`config.mk`:
```
export PLATFORM = sky130hd
export DESIGN_NAME = bilinear_window_sampler_core
export DESIGN_NICKNAME = d
export VERILOG_FILES = /design/src/sv/bws_pkg.sv /design/src/sv/bilinear_window_sampler_core.sv
export SDC_FILE = /design/constraint.sdc
export NUM_CORES = 1
export LEC_CHECK = 0
export ABC_AREA = 1
export BUFFER_PORTS_ARGS = -buffer_cell sky130_fd_sc_hd__buf_2
export CELL_PAD_IN_SITES_DETAIL_PLACEMENT = 2
export CELL_PAD_IN_SITES_GLOBAL_PLACEMENT = 2
export CORE_UTILIZATION = 43
export DETAILED_ROUTE_END_ITERATION = 10
export GPL_TIMING_DRIVEN = 0
export PLACE_DENSITY_LB_ADDON = 0.1
export SKIP_CTS_REPAIR_TIMING = 1
export SYNTH_ARGS = -nofsm -noshare
export SYNTH_HDL_FRONTEND = slang
export SYNTH_SLANG_ARGS = --single-unit
```
`constraint.sdc`:
```
create_clock -name clk -period 15.9 [get_ports clk]
set_input_delay 0.795 -clock clk [delete_from_list [all_inputs] [get_ports clk]]
set_output_delay 0.795 -clock clk [all_outputs]
set_load 0.05 [all_outputs]
```
`src/sv/bws_pkg.sv`:
```
`default_nettype none
// ----------------------------------------------------------------------------
// bws_pkg: shared constants for the bilinear window sampler
// Window geometry, default arithmetic widths and cell addressing helpers.
// ----------------------------------------------------------------------------
package bws_pkg;

    // Window geometry: cells are addressed column * WINDOW_WIDTH + row.
    localparam int WINDOW_WIDTH = 3;
    localparam int CELL_COUNT   = WINDOW_WIDTH * WINDOW_WIDTH;
    localparam int CELL_IDX_W   = 4;

    // Default sample and fraction widths.
    localparam int VALUE_BITS_DEF = 16;
    localparam int FRAC_BITS_DEF  = 8;

    // Input beat kinds carried on the slave-side tuser.
    localparam logic OP_LOAD   = 1'b0;
    localparam logic OP_SAMPLE = 1'b1;

    // Offset of the cell used in each of the first four blend steps:
    // left-lower, right-lower, left-upper, right-upper relative to the base cell.
    function automatic logic [CELL_IDX_W-1:0] step_offset(input logic [1:0] step);
        logic [CELL_IDX_W-1:0] off;
        begin
            case (step)
                2'd0:    off = CELL_IDX_W'(0);
                2'd1:    off = CELL_IDX_W'(WINDOW_WIDTH);
                2'd2:    off = CELL_IDX_W'(1);
                default: off = CELL_IDX_W'(WINDOW_WIDTH + 1);
            endcase
            return off;
        end
    endfunction

endpackage
`default_nettype wire

```
`src/sv/bilinear_window_sampler_core.sv`:
```
`default_nettype none
// ----------------------------------------------------------------------------
// bilinear_window_sampler_core: 3x3 window store with bilinear sampling
// Load beats fill window cells; sample beats blend four cells with one
// shared multiply-accumulate unit.
// ----------------------------------------------------------------------------
// A load beat (tuser = 0) writes one cell of the 3x3 window and produces no
// output beat; loads to a cell index above 8 are dropped. A sample beat
// (tuser = 1) goes from acceptance to the output register through a check
// state that tests the valid marks of the four chosen cells, six steps on
// the single shared multiplier (two products per row blend, two for the
// column blend), and a rounding state. The input side is not ready while a
// sample is in flight, so a new beat is taken only after the sample has
// left the rounding state; while idle, loads run at one per cycle. A sample
// that finds an invalid cell skips the multiplier and goes from the check
// state straight to the rounding state. While the output register holds a
// beat that has not been taken, a finished sample waits in the rounding
// state. An output beat carries the rounded blend on tdata and the
// all-cells-valid flag on tuser; the value is zero when the flag is low.
// All window cells are invalid after reset.
module bilinear_window_sampler_core
    import bws_pkg::*;
#(
    parameter int VALUE_BITS = VALUE_BITS_DEF,
    parameter int FRAC_BITS  = FRAC_BITS_DEF,
    localparam int IN_BITS     = CELL_IDX_W + VALUE_BITS + 1 + 2 * FRAC_BITS,
    localparam int IN_TDATA_W  = ((IN_BITS + 7) / 8) * 8,
    localparam int OUT_TDATA_W = ((VALUE_BITS + 7) / 8) * 8
)
(
    input  wire logic                   clk,
    input  wire logic                   rst_n,
    // Input stream.
    input  wire logic                   s_axis_tvalid,
    output logic                        s_axis_tready,
    // tdata from bit 0: cell_index, cell_value, cell_valid, frac_x, frac_y, zero fill
    input  wire logic [IN_TDATA_W-1:0]  s_axis_tdata,
    // tuser: opcode
    input  wire logic                   s_axis_tuser,
    // Output stream.
    output logic                        m_axis_tvalid,
    input  wire logic                   m_axis_tready,
    // tdata from bit 0: sample_value, zero fill
    output logic [OUT_TDATA_W-1:0]      m_axis_tdata,
    // tuser: sample_ok
    output logic                        m_axis_tuser
);

    localparam int W_W   = FRAC_BITS + 1;
    localparam int OPA_W = VALUE_BITS + FRAC_BITS;
    localparam int PRD_W = OPA_W + W_W;
    localparam int ACC_W = VALUE_BITS + 2 * FRAC_BITS;

    localparam logic [W_W-1:0]   FRAC_ONE  = {1'b1, {FRAC_BITS{1'b0}}};
    localparam logic [W_W-1:0]   FRAC_HALF = {2'b01, {(FRAC_BITS - 1){1'b0}}};
    localparam logic [ACC_W-1:0] RND_HALF  = ACC_W'({1'b1, {(2 * FRAC_BITS - 1){1'b0}}});
    localparam logic [2:0]       STEP_LAST = 3'd5;

    typedef enum logic [1:0] {
        S_IDLE,
        S_CHECK,
        S_MUL,
        S_ROUND
    } state_t;

    // Field extraction from the input beat.
    logic [CELL_IDX_W-1:0] in_index;
    logic [VALUE_BITS-1:0] in_value;
    logic                  in_valid_mark;
    logic [FRAC_BITS-1:0]  in_frac_x;
    logic [FRAC_BITS-1:0]  in_frac_y;

    assign in_index      = s_axis_tdata[CELL_IDX_W-1:0];
    assign in_value      = s_axis_tdata[CELL_IDX_W +: VALUE_BITS];
    assign in_valid_mark = s_axis_tdata[CELL_IDX_W + VALUE_BITS];
    assign in_frac_x     = s_axis_tdata[CELL_IDX_W + VALUE_BITS + 1 +: FRAC_BITS];
    assign in_frac_y     = s_axis_tdata[CELL_IDX_W + VALUE_BITS + 1 + FRAC_BITS +: FRAC_BITS];

    // Window storage; values of invalid cells are never used, so only the marks reset.
    logic [VALUE_BITS-1:0] window_reg [CELL_COUNT];
    logic [CELL_COUNT-1:0] valid_reg;

    state_t                state_reg;
    logic [2:0]            step_reg;
    logic [CELL_IDX_W-1:0] base_reg;
    logic [W_W-1:0]        wx_reg;
    logic [W_W-1:0]        wy_reg;
    logic                  ok_reg;
    logic [OPA_W-1:0]      r0_reg;
    logic [OPA_W-1:0]      r1_reg;
    logic [ACC_W-1:0]      acc_reg;
    logic                  out_valid_reg;
    logic [VALUE_BITS-1:0] out_value_reg;
    logic                  out_ok_reg;

    logic in_fire;
    logic out_free;
    logic out_load;

    assign s_axis_tready = (state_reg == S_IDLE);
    assign in_fire       = s_axis_tvalid && s_axis_tready;
    assign out_free      = !out_valid_reg || m_axis_tready;
    assign out_load      = (state_reg == S_ROUND) && out_free;

    // Per-axis selection of neighbor pair and weight.
    logic [W_W-1:0]        fx_ext;
    logic [W_W-1:0]        fy_ext;
    logic                  sx;
    logic                  sy;
    logic [W_W-1:0]        wx_next;
    logic [W_W-1:0]        wy_next;
    logic [CELL_IDX_W-1:0] base_next;

    assign fx_ext    = {1'b0, in_frac_x};
    assign fy_ext    = {1'b0, in_frac_y};
    assign sx        = fx_ext > FRAC_HALF;
    assign sy        = fy_ext > FRAC_HALF;
    assign wx_next   = sx ? (fx_ext - FRAC_HALF) : (fx_ext + FRAC_HALF);
    assign wy_next   = sy ? (fy_ext - FRAC_HALF) : (fy_ext + FRAC_HALF);
    assign base_next = (sx ? CELL_IDX_W'(WINDOW_WIDTH) : CELL_IDX_W'(0))
                     + CELL_IDX_W'(sy);

    // Valid check of the four chosen cells.
    logic cells_ok;

    assign cells_ok = valid_reg[base_reg]
                   && valid_reg[base_reg + CELL_IDX_W'(WINDOW_WIDTH)]
                   && valid_reg[base_reg + CELL_IDX_W'(1)]
                   && valid_reg[base_reg + CELL_IDX_W'(WINDOW_WIDTH + 1)];

    // Operand selection for the shared multiplier.
    logic [CELL_IDX_W-1:0] rd_addr;
    logic [VALUE_BITS-1:0] rd_value;
    logic [VALUE_BITS-1:0] rd_biased;
    logic [OPA_W-1:0]      op_a;
    logic [W_W-1:0]        w_sel;
    logic [W_W-1:0]        op_b;
    logic [PRD_W-1:0]      prod;
    logic [ACC_W-1:0]      sum;

    assign rd_addr   = base_reg + step_offset(step_reg[1:0]);
    assign rd_value  = window_reg[rd_addr];
    // Adding half the range to a two's complement value flips its sign bit.
    assign rd_biased = {~rd_value[VALUE_BITS-1], rd_value[VALUE_BITS-2:0]};

    always_comb
    begin
        case (step_reg)
            3'd4:    op_a = r0_reg;
            3'd5:    op_a = r1_reg;
            default: op_a = OPA_W'(rd_biased);
        endcase
    end

    assign w_sel = step_reg[2] ? wy_reg : wx_reg;
    assign op_b  = step_reg[0] ? w_sel : (FRAC_ONE - w_sel);
    assign prod  = PRD_W'(op_a) * PRD_W'(op_b);
    // Even steps start a new blend, odd steps finish it.
    assign sum   = (step_reg[0] ? acc_reg : ACC_W'(0)) + prod[ACC_W-1:0];

    // Rounding to nearest, ties upward, then removal of the bias.
    logic [ACC_W-1:0]      rnd;
    logic [VALUE_BITS-1:0] res_biased;
    logic [VALUE_BITS-1:0] res_value;

    assign rnd        = acc_reg + RND_HALF;
    assign res_biased = rnd[ACC_W-1 -: VALUE_BITS];
    assign res_value  = {~res_biased[VALUE_BITS-1], res_biased[VALUE_BITS-2:0]};

    // Window value writes on load beats.
    always_ff @(posedge clk)
    begin
        if (in_fire && (s_axis_tuser == OP_LOAD) && (in_index < CELL_IDX_W'(CELL_COUNT)))
        begin
            window_reg[in_index] <= in_value;
        end
    end

    // Sequencer, valid marks and output register.
    always_ff @(posedge clk or negedge rst_n)
    begin
        if (!rst_n)
        begin
            state_reg     <= S_IDLE;
            step_reg      <= 3'd0;
            valid_reg     <= '0;
            out_valid_reg <= 1'b0;
            base_reg      <= '0;
            wx_reg        <= '0;
            wy_reg        <= '0;
            ok_reg        <= 1'b0;
            r0_reg        <= '0;
            r1_reg        <= '0;
            acc_reg       <= '0;
            out_value_reg <= '0;
            out_ok_reg    <= 1'b0;
        end
        else
        begin
            // The output beat is set when a result is loaded and cleared when taken.
            if (out_load)
            begin
                out_valid_reg <= 1'b1;
            end
            else if (m_axis_tready)
            begin
                out_valid_reg <= 1'b0;
            end

            unique case (state_reg)
                S_IDLE:
                begin
                    if (in_fire)
                    begin
                        if (s_axis_tuser == OP_LOAD)
                        begin
                            if (in_index < CELL_IDX_W'(CELL_COUNT))
                            begin
                                valid_reg[in_index] <= in_valid_mark;
                            end
                        end
                        else
                        begin
                            base_reg  <= base_next;
                            wx_reg    <= wx_next;
                            wy_reg    <= wy_next;
                            state_reg <= S_CHECK;
                        end
                    end
                end

                S_CHECK:
                begin
                    ok_reg    <= cells_ok;
                    acc_reg   <= '0;
                    step_reg  <= 3'd0;
                    state_reg <= cells_ok ? S_MUL : S_ROUND;
                end

                S_MUL:
                begin
                    acc_reg <= sum;
                    if (step_reg == 3'd1)
                    begin
                        r0_reg <= sum[OPA_W-1:0];
                    end
                    if (step_reg == 3'd3)
                    begin
                        r1_reg <= sum[OPA_W-1:0];
                    end
                    if (step_reg == STEP_LAST)
                    begin
                        state_reg <= S_ROUND;
                    end
                    else
                    begin
                        step_reg <= step_reg + 3'd1;
                    end
                end

                S_ROUND:
                begin
                    if (out_free)
                    begin
                        out_ok_reg    <= ok_reg;
                        out_value_reg <= ok_reg ? res_value : '0;
                        state_reg     <= S_IDLE;
                    end
                end

                default:
                begin
                    state_reg <= S_IDLE;
                end
            endcase
        end
    end

    assign m_axis_tvalid = out_valid_reg;
    assign m_axis_tdata  = OUT_TDATA_W'(out_value_reg);
    assign m_axis_tuser  = out_ok_reg;

endmodule
`default_nettype wire

```
==> flow_summary_export.csv <==
group,metric,value,unit
floorplan,fp-row-count,78,
drt,via_per_inst,5.90,
clock_network,htreeDepth,2,
drt,wl,86900,µm
floorplan,die_y,219,µm
logic_synthesis,synth_flop_cell,"edfxtp_1",
sta,setup_tns,0,ns
sta,tightest_slew,1.28,ns
floorplan,die_x,219,µm
logic_synthesis,yosysSeqAreaShare,0.381,
clock_network,clk_pin_slew,0.06,ns
logic_synthesis,yosys.cell_types.count,47,
critical_path,max_stage_delay,0.62,ns
critical_path,r2r_start,"step_reg[0]",
sta,final-setup-viol-count,0,
drt,drc_errors,0,
grt,antenna_found_initial,0,
logic_synthesis,synth-edff-count,144,
clock_network,cts_buffers,34,
logic_synthesis,synth_area_per_cell,8.54,µm²
sta,rsz0062_at_grt,"no",
sta,period_needed,9.92,ns
final_layout,final_util,0.492,
drt,initialDrtViolationCount,1451,
min_path,hold_class,"input pin to asynchronous set/reset pin",
placed_design,portBuffers,60,
placed_design,placed_area,0.0215,mm²
grt,grt_first_pass_wirelength,133000,µm
critical_path,worst-path-buf-inv,6,
logic_synthesis,synth.largest_area_cell,"edfxtp_1",
sta,maxSlewViolCount,0,
critical_path,ff2ff_setup_slack,5.98,ns
final_layout,largest_register_ffs,144,
drt,vias,18200,
critical_path,slowest_stage,"fa_1",
critical_path,rr_endpoint,"acc_reg[19]",
drt,ant_nets,0,
placed_design,routabilityCongestion,0.928,
job,cap_violations,0,
logic_synthesis,ys_ff_latch,278,
grt,overflow,0,
clock_network,cts_buffer_depth,3,
final_layout,fin_area,0.0225,mm²
placed_design,hpwl,64400,µm
grt,grt_pass1_vias,20900,
logic_synthesis,synthArstFlopShare,0.482,
logic_synthesis,syn-num-nets,2664,
final_layout,n_antenna_cell,0,
drt,drt_pass1_iterations,5,
clock_network,clk_latency,0.58,ns
sta,fmax,0.101,GHz
grt,grt.total_usage,0.377,
sta,post-route-period-util,0.624,
drt,wl_per_cell,28.1,µm
clock_network,cts_tree,"built",
floorplan,start_util,0.441,
logic_synthesis,synth.area.top_cells,"edfxtp_1 (21%), fa_1 (18%), dfrtp_1 (17%), nand2_1 (12%), inv_1 (6.7%)",
grt,grt_max_degree,71,
logic_synthesis,netlist_instances,2361,
logic_synthesis,synth_top_area_frac,0.214,
clock_network,cts-root-buf,"clkbuf_16",
critical_path,worstSetupStartpointType,"register",
clock_network,cts_sinks,278,
critical_path,reg2reg_depth,31,
critical_path,critPathKind,"register to register",
logic_synthesis,synth_area,0.0202,mm²
outcome,status,"finished, final reports clean",
critical_path,critPathCaptureType,"register",
final_layout,layout.nets,2771,
final_layout,drive_above_1_share,0.0694,
critical_path,critPathTopFamily,"adder cells",
logic_synthesis,synth_warnings,0,
sta,relSlewSlack,0.144,
floorplan,dieArea,0.0478,mm²
floorplan,core-area,0.0458,mm²
critical_path,arrival,10.33,ns
sta,hold_viol_final,0,
final_layout,area_growth,11.7,%
floorplan,ios,64,
sta,clock_skew,0.0411,ns
critical_path,required,16.31,ns
critical_path,cp_max_fo,10,
==> cell usage in the layout, fill, tap and decap left out, types with 17 or more instances in the layout <==
| master | count |
|---|---|
| dfrtp_1 | 134 |
| ha_1 | 76 |
| buf_2 | 65 |
| edfxtp_1 | 144 |
| nor2_1 | 184 |
| fa_1 | 182 |
| o21ai_0 | 137 |
| a21oi_1 | 71 |
| nor2_2 | 19 |
| clkbuf_16 | 34 |
| nand3_1 | 210 |
| nand4_1 | 17 |
| nand2_1 | 637 |
| inv_1 | 360 |
| clkbuf_1 | 64 |
==> logic make-up after synthesis <==
group	synth area share
simple gates	0.226
buf+inv	0.0845
flops	0.381
compound gates	0.0717
fa+ha+maj	0.228
xor+xnor	0.00912
==> per-stage QoR <==
stage / setup WS [ns] / hold WS (ns) / cells
detailed placement: 6.44 / 0.473 / 3032
global placement: 6.79 / 0.461 / 3021
CTS: 6.15 / 0.262 / 3092
global route: 5.66 / 0.283 / 3092
floorplan: 8.82 / 0.446 / 2361
finish: 5.98 / 0.220 / 3092
==> cell usage after synthesis (2+ instances only) <==
library cell and number:
o221ai_1 2, nor2_1 192, nand4_1 17, buf_2 6
or2_1 2, nand2_1 637, o31ai_1 2, o21ai_2 2
o21ai_1 3, o22ai_1 11, nand3b_1 6, a22o_1 3
a22oi_1 14, buf_1 5, nand3_2 2, o21bai_1 3
inv_2 7, or2_2 3, nor4_1 2, fa_1 182
o211ai_1 6, ha_1 76, nor2_2 11, a21oi_1 71
clkbuf_1 57, buf_6 4, o21a_1 3, o21ai_0 138
nand2_2 5, xnor2_1 11, inv_1 360, nand3_1 210
dfrtp_1 134, xor2_1 5, clkinv_1 5, nor3_1 10
edfxtp_1 144
==> routing by layer <==
layer	wire length (µm)	track usage
met1	34700	0.474
met3	5620	0.0642
met2	42700	0.641
met4	3780	0.156
met5	0	0
==> worst max-delay path by stage <==
stage	depth (start not counted)	to	slack, ns	start
2_1_floorplan	31	acc_reg[23]	8.82	step_reg[0]
3_3_place_gp	31	acc_reg[19]	6.79	step_reg[0]
3_5_place_dp	31	acc_reg[19]	6.44	step_reg[0]
4_1_cts	31	acc_reg[19]	6.15	step_reg[0]
5_1_grt	33	acc_reg[18]	5.66	step_reg[0]
6_report	31	acc_reg[19]	5.98	step_reg[0]
==> cell type report <==
class                           count  area, µm²
Tap cell                          600        751
Buffer                             72        308
Fill cell                        4999      23200
Sequential cell                   278       7680
Multi-Input combinational cell   1639      10800
Timing Repair Buffer               71        510
Inverter                          372       1400
Clock buffer                       43        905
Clock inverter                     17        178
==> worst reg2reg max path: cells and delay by family (launching register included) <==
family                   cells  cell delay (ns)
buffers and inverters        6             1.59
AND/OR/NAND/NOR             10             1.95
flip-flops                   1             0.58
adder cells (fa/ha/maj)      9             4.30
AO/OA/AOI/OAI                6             1.35
Power is not shown: default switching activity piles up to over one toggle a cycle in this logic, so the estimate is an artifact.
